### src/sv/assert_macros.svh
// assertion macros shared by the slice overlap metric modules
// expects signals named clock and reset in the using module
`ifndef ASSERT_MACROS_SVH
`define ASSERT_MACROS_SVH

// property checked at every clock edge outside reset
`define SOM_ASSERT(lbl, prop, msg) \
   lbl: assert property (@(posedge clock) disable iff (reset) (prop)) else $error(msg);

// implication with the consequent in the next cycle
`define SOM_ASSERT_NEXT(lbl, cond, prop, msg) \
   lbl: assert property (@(posedge clock) disable iff (reset) (cond) |=> (prop)) \
      else $error(msg);

`endif

### src/sv/som_pkg.sv
// shared types and constants of the slice overlap metric block
// no dependencies
package som_pkg;

   localparam int VOXEL_W         = 16;
   localparam int VALUE_W         = 15;
   localparam int COUNT_W         = 17;
   localparam int NUM_W           = 18;
   localparam int DEN_W           = 19;
   localparam int SCALE_W         = 7;
   localparam int PERCENT_SCALE   = 100;
   localparam int COUNT_FIELD_MAX = 131071;
   localparam int VALUE_FIELD_MAX = 32767;

   localparam int SEL_W = 2;
   localparam logic [SEL_W-1:0] SEL_DICE = 2'd0;
   localparam logic [SEL_W-1:0] SEL_SENS = 2'd1;
   localparam logic [SEL_W-1:0] SEL_SPEC = 2'd2;

   localparam int CSR_ADDR_W = 3;
   localparam int CSR_DATA_W = 32;
   localparam int CSR_IDX_W  = CSR_ADDR_W - 2;
   localparam logic [CSR_IDX_W-1:0] REG_MEASURE_SELECT = 1'b0;

   // one finished slice waiting for its division
   typedef struct packed {
      logic [NUM_W-1:0]   num;
      logic [DEN_W-1:0]   den;
      logic [COUNT_W-1:0] truth_pos;
      logic [COUNT_W-1:0] test_pos;
   } som_job_type;

endpackage

### src/sv/som_if.sv
// request and response channel interfaces of the slice overlap metric
// depends on som_pkg
interface som_req_if;
   import som_pkg::*;

   logic                       valid;
   logic                       ready;
   logic signed [VOXEL_W-1:0]  truth_voxel;
   logic signed [VOXEL_W-1:0]  test_voxel;
   logic                       last_voxel;

   modport source (output valid, truth_voxel, test_voxel, last_voxel, input ready);
   modport sink   (input valid, truth_voxel, test_voxel, last_voxel, output ready);
endinterface

interface som_rsp_if;
   import som_pkg::*;

   logic                valid;
   logic                ready;
   logic [VALUE_W-1:0]  measure_value;
   logic [COUNT_W-1:0]  truth_positives;
   logic [COUNT_W-1:0]  test_positives;

   modport source (output valid, measure_value, truth_positives, test_positives, input ready);
   modport sink   (input valid, measure_value, truth_positives, test_positives, output ready);
endinterface

### src/sv/som_front.sv
// front end: classifies voxel pairs, keeps the four slice counts and
// turns each slice end into a division job; depends on som_pkg, som_if
`include "assert_macros.svh"
module som_front #(
   parameter int MAX_SLICE_VOXELS = 65536
) (
   input  logic                        clock,
   input  logic                        reset,
   som_req_if.sink                     req_ch,
   input  logic [som_pkg::SEL_W-1:0]   measure_select,
   input  logic                        queue_full,
   output logic                        job_push,
   output som_pkg::som_job_type        job
);
   import som_pkg::*;

   localparam logic [COUNT_W-1:0] COUNT_LIMIT = COUNT_W'(
      (MAX_SLICE_VOXELS > COUNT_FIELD_MAX) ? COUNT_FIELD_MAX : MAX_SLICE_VOXELS);

   logic [COUNT_W-1:0] tp_ff, fn_ff, fp_ff, tn_ff;
   logic [COUNT_W-1:0] tp_in, fn_in, fp_in, tn_in;
   logic [COUNT_W-1:0] tp_b, fn_b, fp_b, tn_b;
   logic [COUNT_W-1:0] snap_tp_ff, snap_fn_ff, snap_fp_ff, snap_tn_ff;
   logic [COUNT_W-1:0] snap_tp_in, snap_fn_in, snap_fp_in, snap_tn_in;
   logic               snap_valid_ff, snap_valid_in;
   logic               truth_pos, test_pos, accept, snap_move;
   logic [NUM_W-1:0]   sum_truth, sum_test;
   logic [NUM_W-1:0]   num;
   logic [DEN_W-1:0]   den;

   assign truth_pos = !req_ch.truth_voxel[VOXEL_W-1] && (req_ch.truth_voxel != '0);
   assign test_pos  = !req_ch.test_voxel[VOXEL_W-1] && (req_ch.test_voxel != '0);
   assign accept    = req_ch.valid && req_ch.ready;

   // counts including the current voxel, saturating
   always_comb begin
      tp_b = tp_ff;
      fn_b = fn_ff;
      fp_b = fp_ff;
      tn_b = tn_ff;
      priority if (truth_pos && test_pos) begin
         if (tp_ff < COUNT_LIMIT) tp_b = tp_ff + 1'b1;
      end else if (truth_pos) begin
         if (fn_ff < COUNT_LIMIT) fn_b = fn_ff + 1'b1;
      end else if (test_pos) begin
         if (fp_ff < COUNT_LIMIT) fp_b = fp_ff + 1'b1;
      end else begin
         if (tn_ff < COUNT_LIMIT) tn_b = tn_ff + 1'b1;
      end
   end

   // job from the slice snapshot
   always_comb begin
      sum_truth = NUM_W'(snap_tp_ff) + NUM_W'(snap_fn_ff);
      sum_test  = NUM_W'(snap_tp_ff) + NUM_W'(snap_fp_ff);
      unique case (measure_select)
         SEL_SENS: begin
            num = NUM_W'(snap_tp_ff);
            den = DEN_W'(sum_truth);
         end
         SEL_SPEC: begin
            num = NUM_W'(snap_tn_ff);
            den = DEN_W'(snap_tn_ff) + DEN_W'(snap_fp_ff);
         end
         default: begin
            num = {snap_tp_ff, 1'b0};
            den = DEN_W'(sum_truth) + DEN_W'(sum_test);
         end
      endcase
   end

   // empty denominator drops the slice without a queue slot
   assign snap_move = (den == '0) || !queue_full;
   assign job_push  = snap_valid_ff && (den != '0) && !queue_full;
   assign req_ch.ready = !snap_valid_ff || snap_move;

   always_comb begin
      job.num       = num;
      job.den       = den;
      job.truth_pos = (sum_truth > NUM_W'(COUNT_FIELD_MAX)) ?
                      COUNT_W'(COUNT_FIELD_MAX) : sum_truth[COUNT_W-1:0];
      job.test_pos  = (sum_test > NUM_W'(COUNT_FIELD_MAX)) ?
                      COUNT_W'(COUNT_FIELD_MAX) : sum_test[COUNT_W-1:0];
   end

   always_comb begin
      tp_in = tp_ff;
      fn_in = fn_ff;
      fp_in = fp_ff;
      tn_in = tn_ff;
      snap_tp_in = snap_tp_ff;
      snap_fn_in = snap_fn_ff;
      snap_fp_in = snap_fp_ff;
      snap_tn_in = snap_tn_ff;
      snap_valid_in = snap_valid_ff && !snap_move;
      if (accept) begin
         if (req_ch.last_voxel) begin
            tp_in = '0;
            fn_in = '0;
            fp_in = '0;
            tn_in = '0;
            snap_tp_in = tp_b;
            snap_fn_in = fn_b;
            snap_fp_in = fp_b;
            snap_tn_in = tn_b;
            snap_valid_in = 1'b1;
         end else begin
            tp_in = tp_b;
            fn_in = fn_b;
            fp_in = fp_b;
            tn_in = tn_b;
         end
      end
   end

   always_ff @(posedge clock) begin
      if (reset) begin
         tp_ff <= '0;
         fn_ff <= '0;
         fp_ff <= '0;
         tn_ff <= '0;
         snap_valid_ff <= 1'b0;
      end else begin
         tp_ff <= tp_in;
         fn_ff <= fn_in;
         fp_ff <= fp_in;
         tn_ff <= tn_in;
         snap_valid_ff <= snap_valid_in;
      end
   end

   always_ff @(posedge clock) begin
      snap_tp_ff <= snap_tp_in;
      snap_fn_ff <= snap_fn_in;
      snap_fp_ff <= snap_fp_in;
      snap_tn_ff <= snap_tn_in;
   end

   `SOM_ASSERT(a_snap_not_lost, !(accept && snap_valid_ff && !snap_move), "pending slice overwritten")
   `SOM_ASSERT_NEXT(a_counts_clear, accept && req_ch.last_voxel, (tp_ff == '0) && (fn_ff == '0) && (fp_ff == '0) && (tn_ff == '0), "counts not cleared at slice end")
   `SOM_ASSERT(a_count_limit, (tp_ff <= COUNT_LIMIT) && (fn_ff <= COUNT_LIMIT) && (fp_ff <= COUNT_LIMIT) && (tn_ff <= COUNT_LIMIT), "count above limit")

endmodule

### src/sv/som_queue.sv
// two-entry job queue between the counting front and the divider
// depends on som_pkg
`include "assert_macros.svh"
module som_queue (
   input  logic                  clock,
   input  logic                  reset,
   input  logic                  push,
   input  som_pkg::som_job_type  push_job,
   input  logic                  pop,
   output som_pkg::som_job_type  head_job,
   output logic                  not_empty,
   output logic                  full
);
   import som_pkg::*;

   localparam int DEPTH = 2;
   localparam int PTR_W = $clog2(DEPTH);
   localparam int CNT_W = $clog2(DEPTH + 1);

   som_job_type        entry_ff [DEPTH];
   logic [PTR_W-1:0]   wr_ptr_ff, wr_ptr_in, rd_ptr_ff, rd_ptr_in;
   logic [CNT_W-1:0]   count_ff, count_in;

   assign not_empty = (count_ff != '0);
   assign full      = (count_ff == CNT_W'(DEPTH));
   assign head_job  = entry_ff[rd_ptr_ff];

   always_comb begin
      wr_ptr_in = wr_ptr_ff;
      rd_ptr_in = rd_ptr_ff;
      count_in  = count_ff;
      if (push) begin
         wr_ptr_in = (wr_ptr_ff == PTR_W'(DEPTH - 1)) ? '0 : wr_ptr_ff + 1'b1;
      end
      if (pop) begin
         rd_ptr_in = (rd_ptr_ff == PTR_W'(DEPTH - 1)) ? '0 : rd_ptr_ff + 1'b1;
      end
      if (push && !pop) begin
         count_in = count_ff + 1'b1;
      end else if (pop && !push) begin
         count_in = count_ff - 1'b1;
      end
   end

   always_ff @(posedge clock) begin
      if (reset) begin
         wr_ptr_ff <= '0;
         rd_ptr_ff <= '0;
         count_ff  <= '0;
      end else begin
         wr_ptr_ff <= wr_ptr_in;
         rd_ptr_ff <= rd_ptr_in;
         count_ff  <= count_in;
      end
   end

   always_ff @(posedge clock) begin
      if (push) begin
         entry_ff[wr_ptr_ff] <= push_job;
      end
   end

   `SOM_ASSERT(a_no_overflow, !(push && full), "push into full queue")
   `SOM_ASSERT(a_no_underflow, !(pop && !not_empty), "pop from empty queue")
   `SOM_ASSERT(a_count_range, count_ff <= CNT_W'(DEPTH), "queue count out of range")

endmodule

### src/sv/som_back.sv
// back end: restoring divider for the percent value and the response register
// depends on som_pkg, som_if
`include "assert_macros.svh"
module som_back #(
   parameter int FRACTION_BITS = 8
) (
   input  logic                  clock,
   input  logic                  reset,
   input  som_pkg::som_job_type  head_job,
   input  logic                  job_ready,
   output logic                  job_pop,
   som_rsp_if.source             rsp_ch
);
   import som_pkg::*;

   // quotient never reaches 2^(7+FRACTION_BITS) since num <= den
   localparam int QW     = SCALE_W + FRACTION_BITS;
   localparam int CW     = $clog2(QW);
   localparam int PROD_W = NUM_W + SCALE_W;
   localparam int XW     = (QW > VALUE_W) ? QW : VALUE_W;
   localparam int VALUE_LIMIT = ((PERCENT_SCALE << FRACTION_BITS) > VALUE_FIELD_MAX) ?
                                VALUE_FIELD_MAX : (PERCENT_SCALE << FRACTION_BITS);

   localparam logic [1:0] ST_IDLE = 2'd0;
   localparam logic [1:0] ST_DIV  = 2'd1;
   localparam logic [1:0] ST_DONE = 2'd2;

   logic [1:0]          state_ff, state_in;
   logic [CW-1:0]       step_ff, step_in;
   logic [DEN_W-1:0]    rem_ff, rem_in;
   logic [DEN_W-1:0]    den_ff, den_in;
   logic [QW-1:0]       dq_ff, dq_in;
   logic [COUNT_W-1:0]  truth_pos_ff, truth_pos_in, test_pos_ff, test_pos_in;
   logic                rsp_valid_ff, rsp_valid_in;
   logic [VALUE_W-1:0]  value_ff, value_in;
   logic [COUNT_W-1:0]  out_truth_ff, out_truth_in, out_test_ff, out_test_in;
   logic [PROD_W-1:0]   prod;
   logic [DEN_W:0]      trial, diff;
   logic                ge, load_out;
   logic [XW-1:0]       quot_x;

   assign job_pop = (state_ff == ST_IDLE) && job_ready;
   assign prod    = PROD_W'(head_job.num) * PROD_W'(PERCENT_SCALE);

   assign trial = {rem_ff, dq_ff[QW-1]};
   assign diff  = trial - {1'b0, den_ff};
   assign ge    = (trial >= {1'b0, den_ff});

   assign quot_x   = XW'(dq_ff);
   assign load_out = (state_ff == ST_DONE) && (!rsp_valid_ff || rsp_ch.ready);

   always_comb begin
      state_in     = state_ff;
      step_in      = step_ff;
      rem_in       = rem_ff;
      den_in       = den_ff;
      dq_in        = dq_ff;
      truth_pos_in = truth_pos_ff;
      test_pos_in  = test_pos_ff;
      unique case (state_ff)
         ST_IDLE: begin
            if (job_pop) begin
               rem_in       = DEN_W'(prod[PROD_W-1:SCALE_W]);
               dq_in        = QW'(prod[SCALE_W-1:0]) << FRACTION_BITS;
               den_in       = head_job.den;
               truth_pos_in = head_job.truth_pos;
               test_pos_in  = head_job.test_pos;
               step_in      = CW'(QW - 1);
               state_in     = ST_DIV;
            end
         end
         ST_DIV: begin
            rem_in = ge ? diff[DEN_W-1:0] : trial[DEN_W-1:0];
            dq_in  = {dq_ff[QW-2:0], ge};
            if (step_ff == '0) begin
               state_in = ST_DONE;
            end else begin
               step_in = step_ff - 1'b1;
            end
         end
         ST_DONE: begin
            if (load_out) begin
               state_in = ST_IDLE;
            end
         end
         default: begin
            state_in = ST_IDLE;
         end
      endcase
   end

   always_comb begin
      rsp_valid_in = rsp_valid_ff && !rsp_ch.ready;
      value_in     = value_ff;
      out_truth_in = out_truth_ff;
      out_test_in  = out_test_ff;
      if (load_out) begin
         rsp_valid_in = 1'b1;
         value_in     = (quot_x > XW'(VALUE_FIELD_MAX)) ?
                        VALUE_W'(VALUE_FIELD_MAX) : quot_x[VALUE_W-1:0];
         out_truth_in = truth_pos_ff;
         out_test_in  = test_pos_ff;
      end
   end

   always_ff @(posedge clock) begin
      if (reset) begin
         state_ff     <= ST_IDLE;
         rsp_valid_ff <= 1'b0;
      end else begin
         state_ff     <= state_in;
         rsp_valid_ff <= rsp_valid_in;
      end
   end

   always_ff @(posedge clock) begin
      step_ff      <= step_in;
      rem_ff       <= rem_in;
      den_ff       <= den_in;
      dq_ff        <= dq_in;
      truth_pos_ff <= truth_pos_in;
      test_pos_ff  <= test_pos_in;
      value_ff     <= value_in;
      out_truth_ff <= out_truth_in;
      out_test_ff  <= out_test_in;
   end

   assign rsp_ch.valid           = rsp_valid_ff;
   assign rsp_ch.measure_value   = value_ff;
   assign rsp_ch.truth_positives = out_truth_ff;
   assign rsp_ch.test_positives  = out_test_ff;

   `SOM_ASSERT(a_pop_when_idle, !job_pop || (state_ff == ST_IDLE), "job taken while dividing")
   `SOM_ASSERT(a_rem_below_den, (state_ff != ST_DIV) || (rem_ff < den_ff), "remainder not below divisor")
   `SOM_ASSERT(a_value_range, !rsp_valid_ff || (value_ff <= VALUE_W'(VALUE_LIMIT)), "measure above its bound")

endmodule

### src/sv/slice_overlap_metric.sv
// slice_overlap_metric top level: csr register, front, queue and divider
// depends on som_pkg, som_if, som_front, som_queue, som_back
//
// voxel pairs arrive on req_ch, one request per cycle when req_ch.ready is high;
// last_voxel marks the end of a slice. one response per slice leaves on rsp_ch
// with the dice, sensitivity or specificity percent (FRACTION_BITS fraction bits)
// and the truth and test positive counts. a slice with zero denominator gives
// no response.
// throughput: one voxel per cycle while req_ch.ready is high. a slice end
// passes the slice snapshot, the queue, the divider (idle, one-bit-per-cycle
// divide and done states) and the response register before rsp_ch.valid
// rises; the divider takes a new slice only after the last one is loaded out.
// a two-entry queue holds finished slices, so short slices back up into
// req_ch.ready only when slices end faster than the divider drains them.
// when rsp_ch.ready is low the response register holds, the divider waits,
// then the queue fills and finally req_ch.ready drops at the next slice end.
// reset clears the counts, the queue and the response register and sets
// measure_select to dice. measure_select is written on the csr port at
// address 0 and should only change while no slice is in flight.
module slice_overlap_metric #(
   parameter int MAX_SLICE_VOXELS = 65536,
   parameter int FRACTION_BITS    = 8
) (
   input  logic                               clock,
   input  logic                               reset,
   som_req_if.sink                            req_ch,
   som_rsp_if.source                          rsp_ch,
   input  logic                               csr_psel,
   input  logic                               csr_penable,
   input  logic                               csr_pwrite,
   input  logic [som_pkg::CSR_ADDR_W-1:0]     csr_paddr,
   input  logic [som_pkg::CSR_DATA_W-1:0]     csr_pwdata,
   output logic [som_pkg::CSR_DATA_W-1:0]     csr_prdata,
   output logic                               csr_pready
);
   import som_pkg::*;

   logic [SEL_W-1:0]      measure_select_ff, measure_select_in;
   logic [CSR_IDX_W-1:0]  csr_index;
   logic                  csr_write;
   logic                  queue_full, queue_not_empty, job_push, job_pop;
   som_job_type           front_job, head_job;

   // csr port: zero wait states, only measure_select is implemented
   assign csr_pready = 1'b1;
   assign csr_index  = csr_paddr[CSR_ADDR_W-1:2];
   assign csr_write  = csr_psel && csr_penable && csr_pwrite;

   always_comb begin
      measure_select_in = measure_select_ff;
      if (csr_write && (csr_index == REG_MEASURE_SELECT)) begin
         measure_select_in = csr_pwdata[SEL_W-1:0];
      end
   end

   always_ff @(posedge clock) begin
      if (reset) begin
         measure_select_ff <= SEL_DICE;
      end else begin
         measure_select_ff <= measure_select_in;
      end
   end

   // readback of the selector, other addresses read zero
   assign csr_prdata = (csr_index == REG_MEASURE_SELECT) ?
                       CSR_DATA_W'(measure_select_ff) : '0;

   // counting front end, one voxel per cycle while req_ch.ready is high
   som_front #(
      .MAX_SLICE_VOXELS (MAX_SLICE_VOXELS)
   ) u_front (
      .clock          (clock),
      .reset          (reset),
      .req_ch         (req_ch),
      .measure_select (measure_select_ff),
      .queue_full     (queue_full),
      .job_push       (job_push),
      .job            (front_job)
   );

   // slice jobs waiting for the divider
   som_queue u_queue (
      .clock     (clock),
      .reset     (reset),
      .push      (job_push),
      .push_job  (front_job),
      .pop       (job_pop),
      .head_job  (head_job),
      .not_empty (queue_not_empty),
      .full      (queue_full)
   );

   // divider and response register
   som_back #(
      .FRACTION_BITS (FRACTION_BITS)
   ) u_back (
      .clock     (clock),
      .reset     (reset),
      .head_job  (head_job),
      .job_ready (queue_not_empty),
      .job_pop   (job_pop),
      .rsp_ch    (rsp_ch)
   );

endmodule
### src/flat_wrapper.sv
// flat-port wrapper written by rule: the top's interface ports become plain ports
module slice_overlap_metric_flat import som_pkg::*;
#(
   parameter int MAX_SLICE_VOXELS = 65536,
   parameter int FRACTION_BITS    = 8
)
  (clock, reset, csr_psel, csr_penable, csr_pwrite, csr_paddr, csr_pwdata, csr_prdata, csr_pready, req_ch_valid, req_ch_truth_voxel, req_ch_test_voxel, req_ch_last_voxel, req_ch_ready, rsp_ch_valid, rsp_ch_measure_value, rsp_ch_truth_positives, rsp_ch_test_positives, rsp_ch_ready);
  som_req_if req_ch_i ();
  som_rsp_if rsp_ch_i ();
  input  logic clock;
  input  logic reset;
  input  logic csr_psel;
  input  logic csr_penable;
  input  logic csr_pwrite;
  input  logic [som_pkg::CSR_ADDR_W-1:0] csr_paddr;
  input  logic [som_pkg::CSR_DATA_W-1:0] csr_pwdata;
  output logic [som_pkg::CSR_DATA_W-1:0] csr_prdata;
  output logic csr_pready;
  input wire logic [$bits(req_ch_i.valid)-1:0] req_ch_valid;
  input wire logic [$bits(req_ch_i.truth_voxel)-1:0] req_ch_truth_voxel;
  input wire logic [$bits(req_ch_i.test_voxel)-1:0] req_ch_test_voxel;
  input wire logic [$bits(req_ch_i.last_voxel)-1:0] req_ch_last_voxel;
  output wire logic [$bits(req_ch_i.ready)-1:0] req_ch_ready;
  output wire logic [$bits(rsp_ch_i.valid)-1:0] rsp_ch_valid;
  output wire logic [$bits(rsp_ch_i.measure_value)-1:0] rsp_ch_measure_value;
  output wire logic [$bits(rsp_ch_i.truth_positives)-1:0] rsp_ch_truth_positives;
  output wire logic [$bits(rsp_ch_i.test_positives)-1:0] rsp_ch_test_positives;
  input wire logic [$bits(rsp_ch_i.ready)-1:0] rsp_ch_ready;
  assign req_ch_i.valid = req_ch_valid;
  assign req_ch_i.truth_voxel = req_ch_truth_voxel;
  assign req_ch_i.test_voxel = req_ch_test_voxel;
  assign req_ch_i.last_voxel = req_ch_last_voxel;
  assign req_ch_ready = req_ch_i.ready;
  assign rsp_ch_valid = rsp_ch_i.valid;
  assign rsp_ch_measure_value = rsp_ch_i.measure_value;
  assign rsp_ch_truth_positives = rsp_ch_i.truth_positives;
  assign rsp_ch_test_positives = rsp_ch_i.test_positives;
  assign rsp_ch_i.ready = rsp_ch_ready;
  slice_overlap_metric #(.MAX_SLICE_VOXELS(MAX_SLICE_VOXELS), .FRACTION_BITS(FRACTION_BITS)) u_core (.clock(clock), .reset(reset), .req_ch(req_ch_i), .rsp_ch(rsp_ch_i), .csr_psel(csr_psel), .csr_penable(csr_penable), .csr_pwrite(csr_pwrite), .csr_paddr(csr_paddr), .csr_pwdata(csr_pwdata), .csr_prdata(csr_prdata), .csr_pready(csr_pready));
endmodule
### config.mk
export PLATFORM = sky130hd
export DESIGN_NAME = slice_overlap_metric_flat
export DESIGN_NICKNAME = d
export VERILOG_FILES = /design/src/sv/som_pkg.sv /design/src/sv/som_if.sv /design/src/sv/som_front.sv /design/src/sv/som_queue.sv /design/src/sv/som_back.sv /design/src/sv/slice_overlap_metric.sv /design/src/flat_wrapper.sv
export VERILOG_INCLUDE_DIRS = /design/src /design/src/sv
export SDC_FILE = /design/constraint.sdc
export NUM_CORES = 1
export LEC_CHECK = 0
export BUFFER_PORTS_ARGS = -buffer_cell sky130_fd_sc_hd__buf_4
export CORE_ASPECT_RATIO = 0.8
export CORE_UTILIZATION = 30
export DETAILED_ROUTE_END_ITERATION = 10
export PLACE_DENSITY = 0.43
export SLEW_MARGIN = 0
export SYNTH_ARGS = -nofsm -noshare
export SYNTH_HDL_FRONTEND = slang
export SYNTH_HIERARCHICAL = 1
export SYNTH_SLANG_ARGS = --single-unit
### constraint.sdc
create_clock -name clock -period 11.15 [get_ports clock]
set_input_delay 1.115 -clock clock [delete_from_list [all_inputs] [get_ports clock]]
set_output_delay 1.115 -clock clock [all_outputs]
set_load 0.1 [all_outputs]
### Word-level counts from Yosys, hierarchy flattened

Memory sizes are Yosys's and may differ from the RTL's. A register that Yosys moved wholly into a read port is not among the register bits.
Cells that the tools add are included.

* bitwise logic cells: 1
* magnitude comparators: 8
* equal/unequal tests: 9
* add/subtract/negate cells: 14
* multiplexer cells: 45
* multipliers: 1
* reduce and logical (&&, ||, !) cells: 41

Operators by type and width (count)
* $mux W17: 19
* $pmux W19 S2: 2
* $add A17 B1 Y17 const B: 4
* $lt A17 B17 Y1 const B: 4
* $add A17 B17 Y18: 3
* $mux W19: 2
* $gt A18 B17 Y1 const B: 2
* $pmux W18 S2: 1
* $reduce_bool A16 Y1: 2
* $pmux W15 S2: 1
* $mul A18 B5 Y23 const B: 1
* $ge A20 B19 Y1: 1
* $add A18 B18 Y19: 1
* $logic_not A19 Y1: 1
* $reduce_bool A19 Y1: 1
* $sub A19 B19 Y19: 1
* $gt A15 B15 Y1 const B: 1
* $logic_and A1 B1 Y1: 15
* $mux W15: 1
* $mux W2: 6
* $logic_not A1 Y1: 9
* $mux W1: 9
* $mux W4: 2
* $pmux W4 S2: 1
* other kinds (16): 29

* register bits: 286
* memories kept: 1
* logic and storage cells: 144
* bits in writable memories: 142
* input port bits: 75

Memories
* u_core.u_queue.entry_ff: depth 2, width 71, read ports 1, clocked after memory_dff 1, write ports 1, RTL line som_queue.sv:20 `som_job_type entry_ff [DEPTH];`

### Logic depth before layout (Yosys ltp)

Gate-level depths: netlist of the first run.

* depth in word-level cells: 10
* gate-level depth with buffers: 24
* mapped depth without buffers: 23

### Cells and area by module

Netlist of the first run, hierarchy kept.

By module, submodules not included
* som_front: cells an instance 1237, times used 1, area an instance 10724.0 sq um, sequential area each 3423.3 sq um
* som_back: cells an instance 655, times used 1, area an instance 7877.6 sq um, sequential area each 4264.1 sq um
* som_queue: cells an instance 243, times used 1, area an instance 5357.6 sq um, sequential area each 4364.2 sq um
* slice_overlap_metric: cells an instance 44, times used 1, area an instance 352.8 sq um, sequential area each 40.0 sq um

### Worst setup path after synthesis of the first run

No wires, ideal clock.

* path type: reg-to-reg
* start: register u_core.u_front.snap_tp_ff[0]
* end: register u_core.u_front.snap_fn_ff[0], enable pin
* setup time: 0.494 ns
* cell stages (with the launch flop): 21
* arrival time: 8.136 ns
* setup slack: 2.520 ns
* period minus slack after synthesis: 8.630 ns
* data required time: 10.656 ns
* cells stage by stage: edfxtp_1 ha_1 fa_1 a21o_1 a221oi_2 xnor2_1 ha_1 a2111oi_0 o21a_1 nor2_1 xnor2_1 a22oi_1 or4_1 or4_1 or4_1 or4_4 o311a_4 inv_2 nand2_4 buf_2 nor2_1

RTL lines
* from (decl): RTL line som_front.sv:23 `logic [COUNT_W-1:0] snap_tp_ff, snap_fn_ff, snap_fp_ff, snap_tn_ff;`
* from (signal assigned): RTL line som_front.sv:133 `snap_tp_ff <= snap_tp_in;`
* to (signal assigned): RTL line som_front.sv:134 `snap_fn_ff <= snap_fn_in;`
* to (decl): RTL line som_front.sv:23

==> results.ini, run 1 <==
[drt]
route.vias.total = 16500
finalWirelength_um = 64600
drt_iter0_drc = 1304
post_drt_via_cell_ratio = 4.91
postRouteAntennaNets = 0
wl_per_cell_um = 19.2
drt_pass_1_iters = 5
route.detailed.drc = 0

[sta]
tightestPinTransition_ns = 1.03
timing.max_slew.rel_slack = 0.310
fin_crit_sh = 0.808
report.final.hold_viol_count = 0
achievable-frequency_mhz = 111
slew_viol_final = 0
final.setup.tns_ns = 0
layout_min_cycle_time_ns = 9.01
finalSetupViolCount = 0
final.setup_skew_ns = 0.0223
rsz0062_at_grt = false

[synthesis]
syn_area_um2 = 24300
post-synth-top-area-fraction = 0.432
yosys.area.top_type = sky130_fd_sc_hd__edfxtp_1
number_of_flops_mapped_to_enable_cells_by_yosys = 350
seq_area_frac_synth = 0.497
netlist_top_cells_area = sky130_fd_sc_hd__edfxtp_1 43%, sky130_fd_sc_hd__ha_1 7.8%, sky130_fd_sc_hd__dfxtp_1 6.5%
syn_area_per_cell_um2 = 11.2
async_set_or_reset_flop_fraction_in_the_synthesized_netlist = 0
ys.warnings.count = 6
synth.ff_latch_count = 429
synth_top_flop_cell = sky130_fd_sc_hd__edfxtp_1
netlist_instances = 2179
synthDistinctLibCells = 86

[power]
switchingPower_w = 0.00224
combPwrFrac = 0.387
p_leak_nw = 10.6
internal_power_w = 0.00389
power_frac_seq = 0.354
totalPowerFinal_w = 0.00614
swShare = 0.365
power_density_nw_per_um2 = 223
clock_power_share = 0.259
vdd_drop_max_v = 0.000137

[critical_path]
worst_path_max_delay_cell = sky130_fd_sc_hd__buf_4
arrival_ns = 9.22
r2r_slack_ns = 2.14
critical_path.cell_chain = ha_1 > a21o_1 > a31o_2 > o211a_1 > o311ai_0 > a21boi_0 > o21ai_0 > nor2b_1 > nor2b_1 > o21a_1 > nor2_1 > inv_1 > ha_1 > nor2b_1 > o21ai_0 > o21ai_0 > or4_4 > o311a_4 > inv_2 > nand2_4 > nor2_4 > buf_4
worst_ep_required_time_ns = 11.36
worstReg2RegStart = u_core/u_front/snap_tp_ff[4]$_DFFE_PP_
critical_path_fanouts_max = 55
critical_path.reg2reg.endpoint = u_core/u_front/snap_fn_ff[6]$_DFFE_PP_
critical_path.top_delay_family = compound AO/OA/AOI/OAI gates
worst-setup-path-type = flip-flop to flip-flop
worst_path_largest_cell_delay_ns = 0.68
worst_setup_start_kind = flip-flop
critPathBufInv = 3
timing.reg2reg.worst_path_depth = 22
worst_setup_path_startpoint = u_core/u_front/snap_tp_ff[4]$_DFFE_PP_
cp-end-kind = flip-flop
worstSetupPathDepth = 22
worst_setup_path_endpoint = u_core/u_front/snap_fn_ff[6]$_DFFE_PP_

[floorplanning]
floorplan.die_area_um2 = 82200
core-area_um2 = 79500
io-pin-count = 159
initial_core_util = 0.306
fp-row-count = 92
die_x_um = 320
die_h_um = 257

[layout]
reg_top3 = u_core/u_queue/entry_ff: 142 flops, u_core/u_back/den_ff: 19 flops, u_core/u_back/rem_ff: 19 flops
layout.nets = 2491
num-fill-cells = 7911
seq_area_um2 = 12100
post-route-cell-area_um2 = 27500
final_layout_size_suffix_gt1_frac = 0.134
layout.cells.non_filler = 3368
number_of_flip_flops_in_the_largest_register = 142
reg_with_most_ffs = u_core/u_queue/entry_ff
multi_input_comb_area_um2 = 11200
area_growth_syn_to_layout_pct = 13.3

[run]
number_of_max_capacitance_violations_reported = 0

[global_routing]
grt-ovfl-total = 0
grt_start_max_net_pins = 77
number_of_global_route_vias_before_repair = 16100
grt_first_pass_wirelength_um = 98400
initial_antenna_violation_count = 1
gr_util_all_layers = 0.156

[place]
place.gp.congestion = 0.870
dp_hpwl_um = 46700
placement.io_buffers = 95
placement.cell_area_um2 = 26000
place_inst = 3276

[cts]
cts_resized = 0
cts-buffers-inserted = 49
cts_htree_levels = 2
clk_pin_slew_worst_paths_ns = 0.06
tritoncts_num_sinks = 429
cts.path.max_buffers = 3
holdBufCountCts = 0
cts_tree = yes
worst_skew_pair.late_latency_ns = 0.60
post-cts-setup-buffer-count = 0
clock-root-buffer = sky130_fd_sc_hd__clkbuf_16

[outcome]
result_of_the_run = complete, no violations

[hold_path]
hold_path_class = flip-flop to flip-flop

==> placed cells by master, fill, tap and decap left out, types with 18 or more instances in the layout <==
master | Yosys | final
sky130_fd_sc_hd__a211oi_1 | 18 | 18
sky130_fd_sc_hd__a21o_1 | 31 | 31
sky130_fd_sc_hd__a21oi_1 | 106 | 106
sky130_fd_sc_hd__a22oi_1 | 20 | 20
sky130_fd_sc_hd__and2_1 | 23 | 22
sky130_fd_sc_hd__and3_1 | 33 | 33
sky130_fd_sc_hd__buf_4 | 31 | 111
sky130_fd_sc_hd__clkbuf_16 | 0 | 50
sky130_fd_sc_hd__conb_1 | 2 | 31
sky130_fd_sc_hd__dfxtp_1 | 79 | 78
sky130_fd_sc_hd__edfxtp_1 | 350 | 350
sky130_fd_sc_hd__fa_1 | 18 | 18
sky130_fd_sc_hd__ha_1 | 152 | 151
sky130_fd_sc_hd__inv_1 | 125 | 124
sky130_fd_sc_hd__mux2_2 | 77 | 77
sky130_fd_sc_hd__mux2i_1 | 63 | 63
sky130_fd_sc_hd__nand2_1 | 168 | 168
sky130_fd_sc_hd__nand2b_1 | 80 | 80
sky130_fd_sc_hd__nand3_1 | 51 | 51
sky130_fd_sc_hd__nand4_1 | 32 | 32
sky130_fd_sc_hd__nor2_1 | 94 | 92
sky130_fd_sc_hd__nor2b_1 | 21 | 18
sky130_fd_sc_hd__nor3_1 | 34 | 34
sky130_fd_sc_hd__o21ai_0 | 110 | 110
sky130_fd_sc_hd__or3_1 | 25 | 25
sky130_fd_sc_hd__xnor2_1 | 85 | 85
sky130_fd_sc_hd__xor2_1 | 53 | 53
==> worst min-delay path by stage <==
stage,start,end,cells past startpoint
floorplan,u_core/u_back/test_pos_ff[0]$_DFFE_PP_,u_core/u_back/rsp_ch.test_positives[0]$_DFFE_PP_,0
global placement,u_core/u_back/truth_pos_ff[16]$_DFFE_PP_,u_core/u_back/rsp_ch.truth_positives[16]$_DFFE_PP_,0
finish,u_core/u_back/test_pos_ff[10]$_DFFE_PP_,u_core/u_back/rsp_ch.test_positives[10]$_DFFE_PP_,0
detailed placement,u_core/u_back/test_pos_ff[15]$_DFFE_PP_,u_core/u_back/rsp_ch.test_positives[15]$_DFFE_PP_,0
global route,u_core/u_back/truth_pos_ff[8]$_DFFE_PP_,u_core/u_back/rsp_ch.truth_positives[8]$_DFFE_PP_,0
CTS,u_core/u_back/test_pos_ff[5]$_DFFE_PP_,u_core/u_back/rsp_ch.test_positives[5]$_DFFE_PP_,0
==> cell usage after synthesis, drive strengths merged (7+ instances only) <==
master and instances:
and3 33, inv 126, clkbuf 67, nor3 34, o21ai 111, a31oi 17
fa 18, or2 8, a22oi 20, xor2 53, nor4 17, mux2 77
o21a 15, ha 152, or3 25, a21boi 7, a21o 33, a221oi 17
or4 7, nand4 32, mux2i 63, a211o 12, nor2 94, buf 57
dfxtp 79, xnor2 85, nand2 170, a21oi 107, nand3 52, o211ai 7
a211oi 18, edfxtp 350, o21bai 11, and2 23, nor2b 21, nand2b 80
==> cell families (layout without fill, tap and decap cells) <==
kind of cell,after synthesis,count (layout),synth area share
AO/OA/AOI/OAI,436,436,0.120
XOR/XNOR,139,139,0.0506
adder cells (fa/ha/maj),172,172,0.0939
buffers and inverters,250,326,0.0472
flip-flops,429,429,0.497
multiplexers,140,140,0.0616
other,2,34,0.000309
AND/OR/NAND/NOR,611,611,0.129
==> per-stage QoR <==
step / worst slack (ns) / utilization / hold WS [ns]
after floorplan: 2.52 / - / 0.400
after global placement: 2.26 / 0.326 / 0.402
after detailed placement: 2.20 / 0.326 / 0.405
after CTS: 2.16 / 0.346 / 0.419
after global routing: 1.59 / 0.346 / 0.425
final: 2.14 / 0.346 / 0.417
==> metal layers <==
layer	part of all wire	vias to the layer above	GRT usage	wire length [um]
met5	0	-	0	0
li1	-	8085	-	-
met3	0.041	80	0.0219	2680
met4	0.020	0	0.0417	1310
met2	0.42	328	0.224	27000
met1	0.52	8035	0.240	33700
==> worst reg2reg max path, delay by kind of cell (launching register included) <==
family	cells	cell delay (ns)
compound gates	10	2.97
fa+ha+maj	2	0.80
buf+inv	3	1.28
flops	1	0.53
simple gates	7	3.00
==> area by class of cell <==
cell class                      instances  share of cell area
Sequential cell                       429               0.439
Multi-Input combinational cell       1529               0.407
Tap cell                             1081              0.0491
Clock buffer                           57              0.0467
Timing Repair Buffer                  111              0.0303
Inverter                              126              0.0172
Clock inverter                         32              0.0103
Antenna cell                            3            0.000273
==> power groups by stage <==
stage	Sequential, W	Clock, W	Combinational, W
floorplan	0.00217	0	0.00181
global placement	0.00221	0	0.00236
detailed placement	0.00221	0	0.00237
CTS	0.00218	0.00164	0.00239
global route	0.00219	0.00170	0.00266
finish	0.00217	0.00159	0.00238
(Power assumes the default switching activity.)
==> run 2, diff against run 1 <==
==> constraint.sdc (replaced) <==
create_clock -name clock -period 8.48 [get_ports clock]
set_input_delay 0.848 -clock clock [delete_from_list [all_inputs] [get_ports clock]]
set_output_delay 0.848 -clock clock [all_outputs]
set_load 0.1 [all_outputs]
==> results.ini, run 2 (synthesis results as in run 1) <==
[power]
power_density_nw_per_um2 = 294
power_frac_seq = 0.351
combPwrFrac = 0.387
p_leak_nw = 10.7
clock_power_share = 0.263
vdd_drop_max_v = 0.000170
switchingPower_w = 0.00299
swShare = 0.368
internal_power_w = 0.00515

[critical_path]
worst_setup_start_kind = flip-flop
worst_setup_path_startpoint = u_core/u_front/snap_tp_ff[0]$_DFFE_PP_
cp-end-kind = output pin
arrival_ns = 7.30
worst-setup-path-type = flip-flop to output pin
r2r_slack_ns = 1.07
critical_path.reg2reg.endpoint = u_core/u_front/tp_ff[11]$_SDFFE_PP0P_
worst_setup_path_endpoint = req_ch_ready
timing.reg2reg.worst_path_depth = 20
critical_path_fanouts_max = 21
worst_ep_required_time_ns = 7.63
worstReg2RegStart = u_core/u_front/snap_tp_ff[0]$_DFFE_PP_

[sta]
timing.max_slew.rel_slack = 0.342
fin_crit_sh = 0.960
achievable-frequency_mhz = 123
rsz0062_at_grt = false
layout_min_cycle_time_ns = 8.14
tightestPinTransition_ns = 0.978
final.setup_skew_ns = 0.0378
finalSetupViolCount = 0
final.setup.tns_ns = 0
report.final.hold_viol_count = 0
slew_viol_final = 0
fin_worst_hold_slack_ns = 0.414

[place]
dp_hpwl_um = 47100
placement.io_buffers = 95
place.gp.congestion = 0.886

[cts]
cts.path.max_buffers = 3
clock-root-buffer = sky130_fd_sc_hd__clkbuf_16
cts-buffers-inserted = 49
clk_pin_slew_worst_paths_ns = 0.06
cts_htree_levels = 2
worst_skew_pair.late_latency_ns = 0.61
cts_tree = yes
post-cts-setup-buffer-count = 0
tritoncts_num_sinks = 429

[run]
number_of_max_capacitance_violations_reported = 0

[layout]
layout_common_cells = 350 x sky130_fd_sc_hd__edfxtp_1, 168 x sky130_fd_sc_hd__nand2_1, 151 x sky130_fd_sc_hd__ha_1
multi_input_comb_area_um2 = 11200
number_of_flip_flops_in_the_largest_register = 142
diode_insertion_count_for_antenna_repair = 0
most_common_library_cell_in_the_layout_ignoring_fill_and_taps = sky130_fd_sc_hd__edfxtp_1
seq_area_um2 = 12100
area_growth_syn_to_layout_pct = 13.9
num-fill-cells = 7914
layout.nets = 2498
final_layout_size_suffix_gt1_frac = 0.140
reg_with_most_ffs = u_core/u_queue/entry_ff
reg_top3 = u_core/u_queue/entry_ff: 142 flops, u_core/u_back/den_ff: 19 flops, u_core/u_back/rem_ff: 19 flops

[floorplanning]
die_x_um = 320
core-area_um2 = 79500
fp-row-count = 92
floorplan.die_area_um2 = 82200
io-pin-count = 159
die_h_um = 257
initial_core_util = 0.306

[drt]
wl_per_cell_um = 19.2
drt_pass_1_iters = 5
route.vias.total = 16600
postRouteAntennaNets = 0
finalWirelength_um = 64800
route.detailed.drc = 0
drt_iter0_drc = 1299
post_drt_via_cell_ratio = 4.92

[global_routing]
grt-ovfl-total = 0
gr_util_all_layers = 0.156
number_of_global_route_vias_before_repair = 16000
initial_antenna_violation_count = 2
grt_start_max_net_pins = 63
grt_first_pass_wirelength_um = 99000

[hold_path]
hold_path_class = flip-flop to flip-flop

[outcome]
result_of_the_run = complete, no violations

[run 2: area by class of cell]
cell class / count / share of cell area
clock buffers: 58 / 0.0474
multi-input cells: 1529 / 0.405
clock inverters: 33 / 0.0117
repair buffers: 118 / 0.0333
inverters: 126 / 0.0171
flip-flops and latches: 429 / 0.437
well taps: 1081 / 0.0488
[run 2: per-layer routing]
layer  GRT usage  part of all wire  vias up
met1       0.242              0.53     8122
met4      0.0419             0.020        0
met3      0.0202             0.039       73
li1            -                 -     8084
met5           0                 0        -
met2       0.225              0.42      324
[run 2: critical path, stage by stage, from the launching register on]
cell                        delay (ns)
sky130_fd_sc_hd__edfxtp_1         0.44
sky130_fd_sc_hd__ha_1             0.26
sky130_fd_sc_hd__fa_1             0.42
sky130_fd_sc_hd__a21o_1           0.23
sky130_fd_sc_hd__a221oi_2         0.45
sky130_fd_sc_hd__xnor2_1          0.33
sky130_fd_sc_hd__ha_1             0.37
sky130_fd_sc_hd__a2111oi_0        0.43
sky130_fd_sc_hd__o21a_1           0.21
sky130_fd_sc_hd__nor2_1           0.06
sky130_fd_sc_hd__xnor2_1          0.17
sky130_fd_sc_hd__a22oi_1          0.16
sky130_fd_sc_hd__or4_1            0.52
sky130_fd_sc_hd__or4_1            0.43
sky130_fd_sc_hd__or4_1            0.44
sky130_fd_sc_hd__or4_4            0.56
sky130_fd_sc_hd__o311a_4          0.48
sky130_fd_sc_hd__inv_2            0.32
sky130_fd_sc_hd__buf_4            0.36
[run 2: worst min-delay path by stage]
stage | depth (start not counted) | startpoint | end
5_1_grt | 0 | u_core/u_back/truth_pos_ff[7]$_DFFE_PP_ | u_core/u_back/rsp_ch.truth_positives[7]$_DFFE_PP_
2_1_floorplan | 0 | u_core/u_back/test_pos_ff[0]$_DFFE_PP_ | u_core/u_back/rsp_ch.test_positives[0]$_DFFE_PP_
3_3_place_gp | 0 | u_core/u_back/truth_pos_ff[15]$_DFFE_PP_ | u_core/u_back/rsp_ch.truth_positives[15]$_DFFE_PP_
6_report | 0 | u_core/u_back/test_pos_ff[13]$_DFFE_PP_ | u_core/u_back/rsp_ch.test_positives[13]$_DFFE_PP_
3_5_place_dp | 0 | u_core/u_back/test_pos_ff[12]$_DFFE_PP_ | u_core/u_back/rsp_ch.test_positives[12]$_DFFE_PP_
4_1_cts | 0 | u_core/u_back/test_pos_ff[13]$_DFFE_PP_ | u_core/u_back/rsp_ch.test_positives[13]$_DFFE_PP_
[run 2: power by group through the flow]
stage | clock network, W | registers [W] | logic, W
5_1_grt | 0.00230 | 0.00289 | 0.00351
4_1_cts | 0.00222 | 0.00286 | 0.00316
3_3_place_gp | 0 | 0.00290 | 0.00312
3_5_place_dp | 0 | 0.00291 | 0.00313
6_report | 0.00214 | 0.00286 | 0.00315
2_1_floorplan | 0 | 0.00286 | 0.00237
[run 2: repair_timing]
item / 4_1_cts / 5_1_grt
hold buffers: 0 / 0
setup endpoints to repair: 0 / 1
hold endpoints to repair: 0 / 0
gates resized for setup: 0 / 1
[run 2: stage by stage]
step / setup slack [ns] / cells / instance area, um2 / power (W) / utilization
global placement: 1.03 / 3283 / 26100 / 0.00602 / 0.328
detailed placement: 1.02 / 3283 / 26100 / 0.00603 / 0.328
finish: 0.336 / 3374 / 27700 / 0.00815 / 0.348
global route: 0.101 / 3374 / 27700 / 0.00869 / 0.348
CTS: 0.333 / 3374 / 27700 / 0.00824 / 0.348
floorplan: 0.513 / 2208 / 24400 / 0.00523 / -
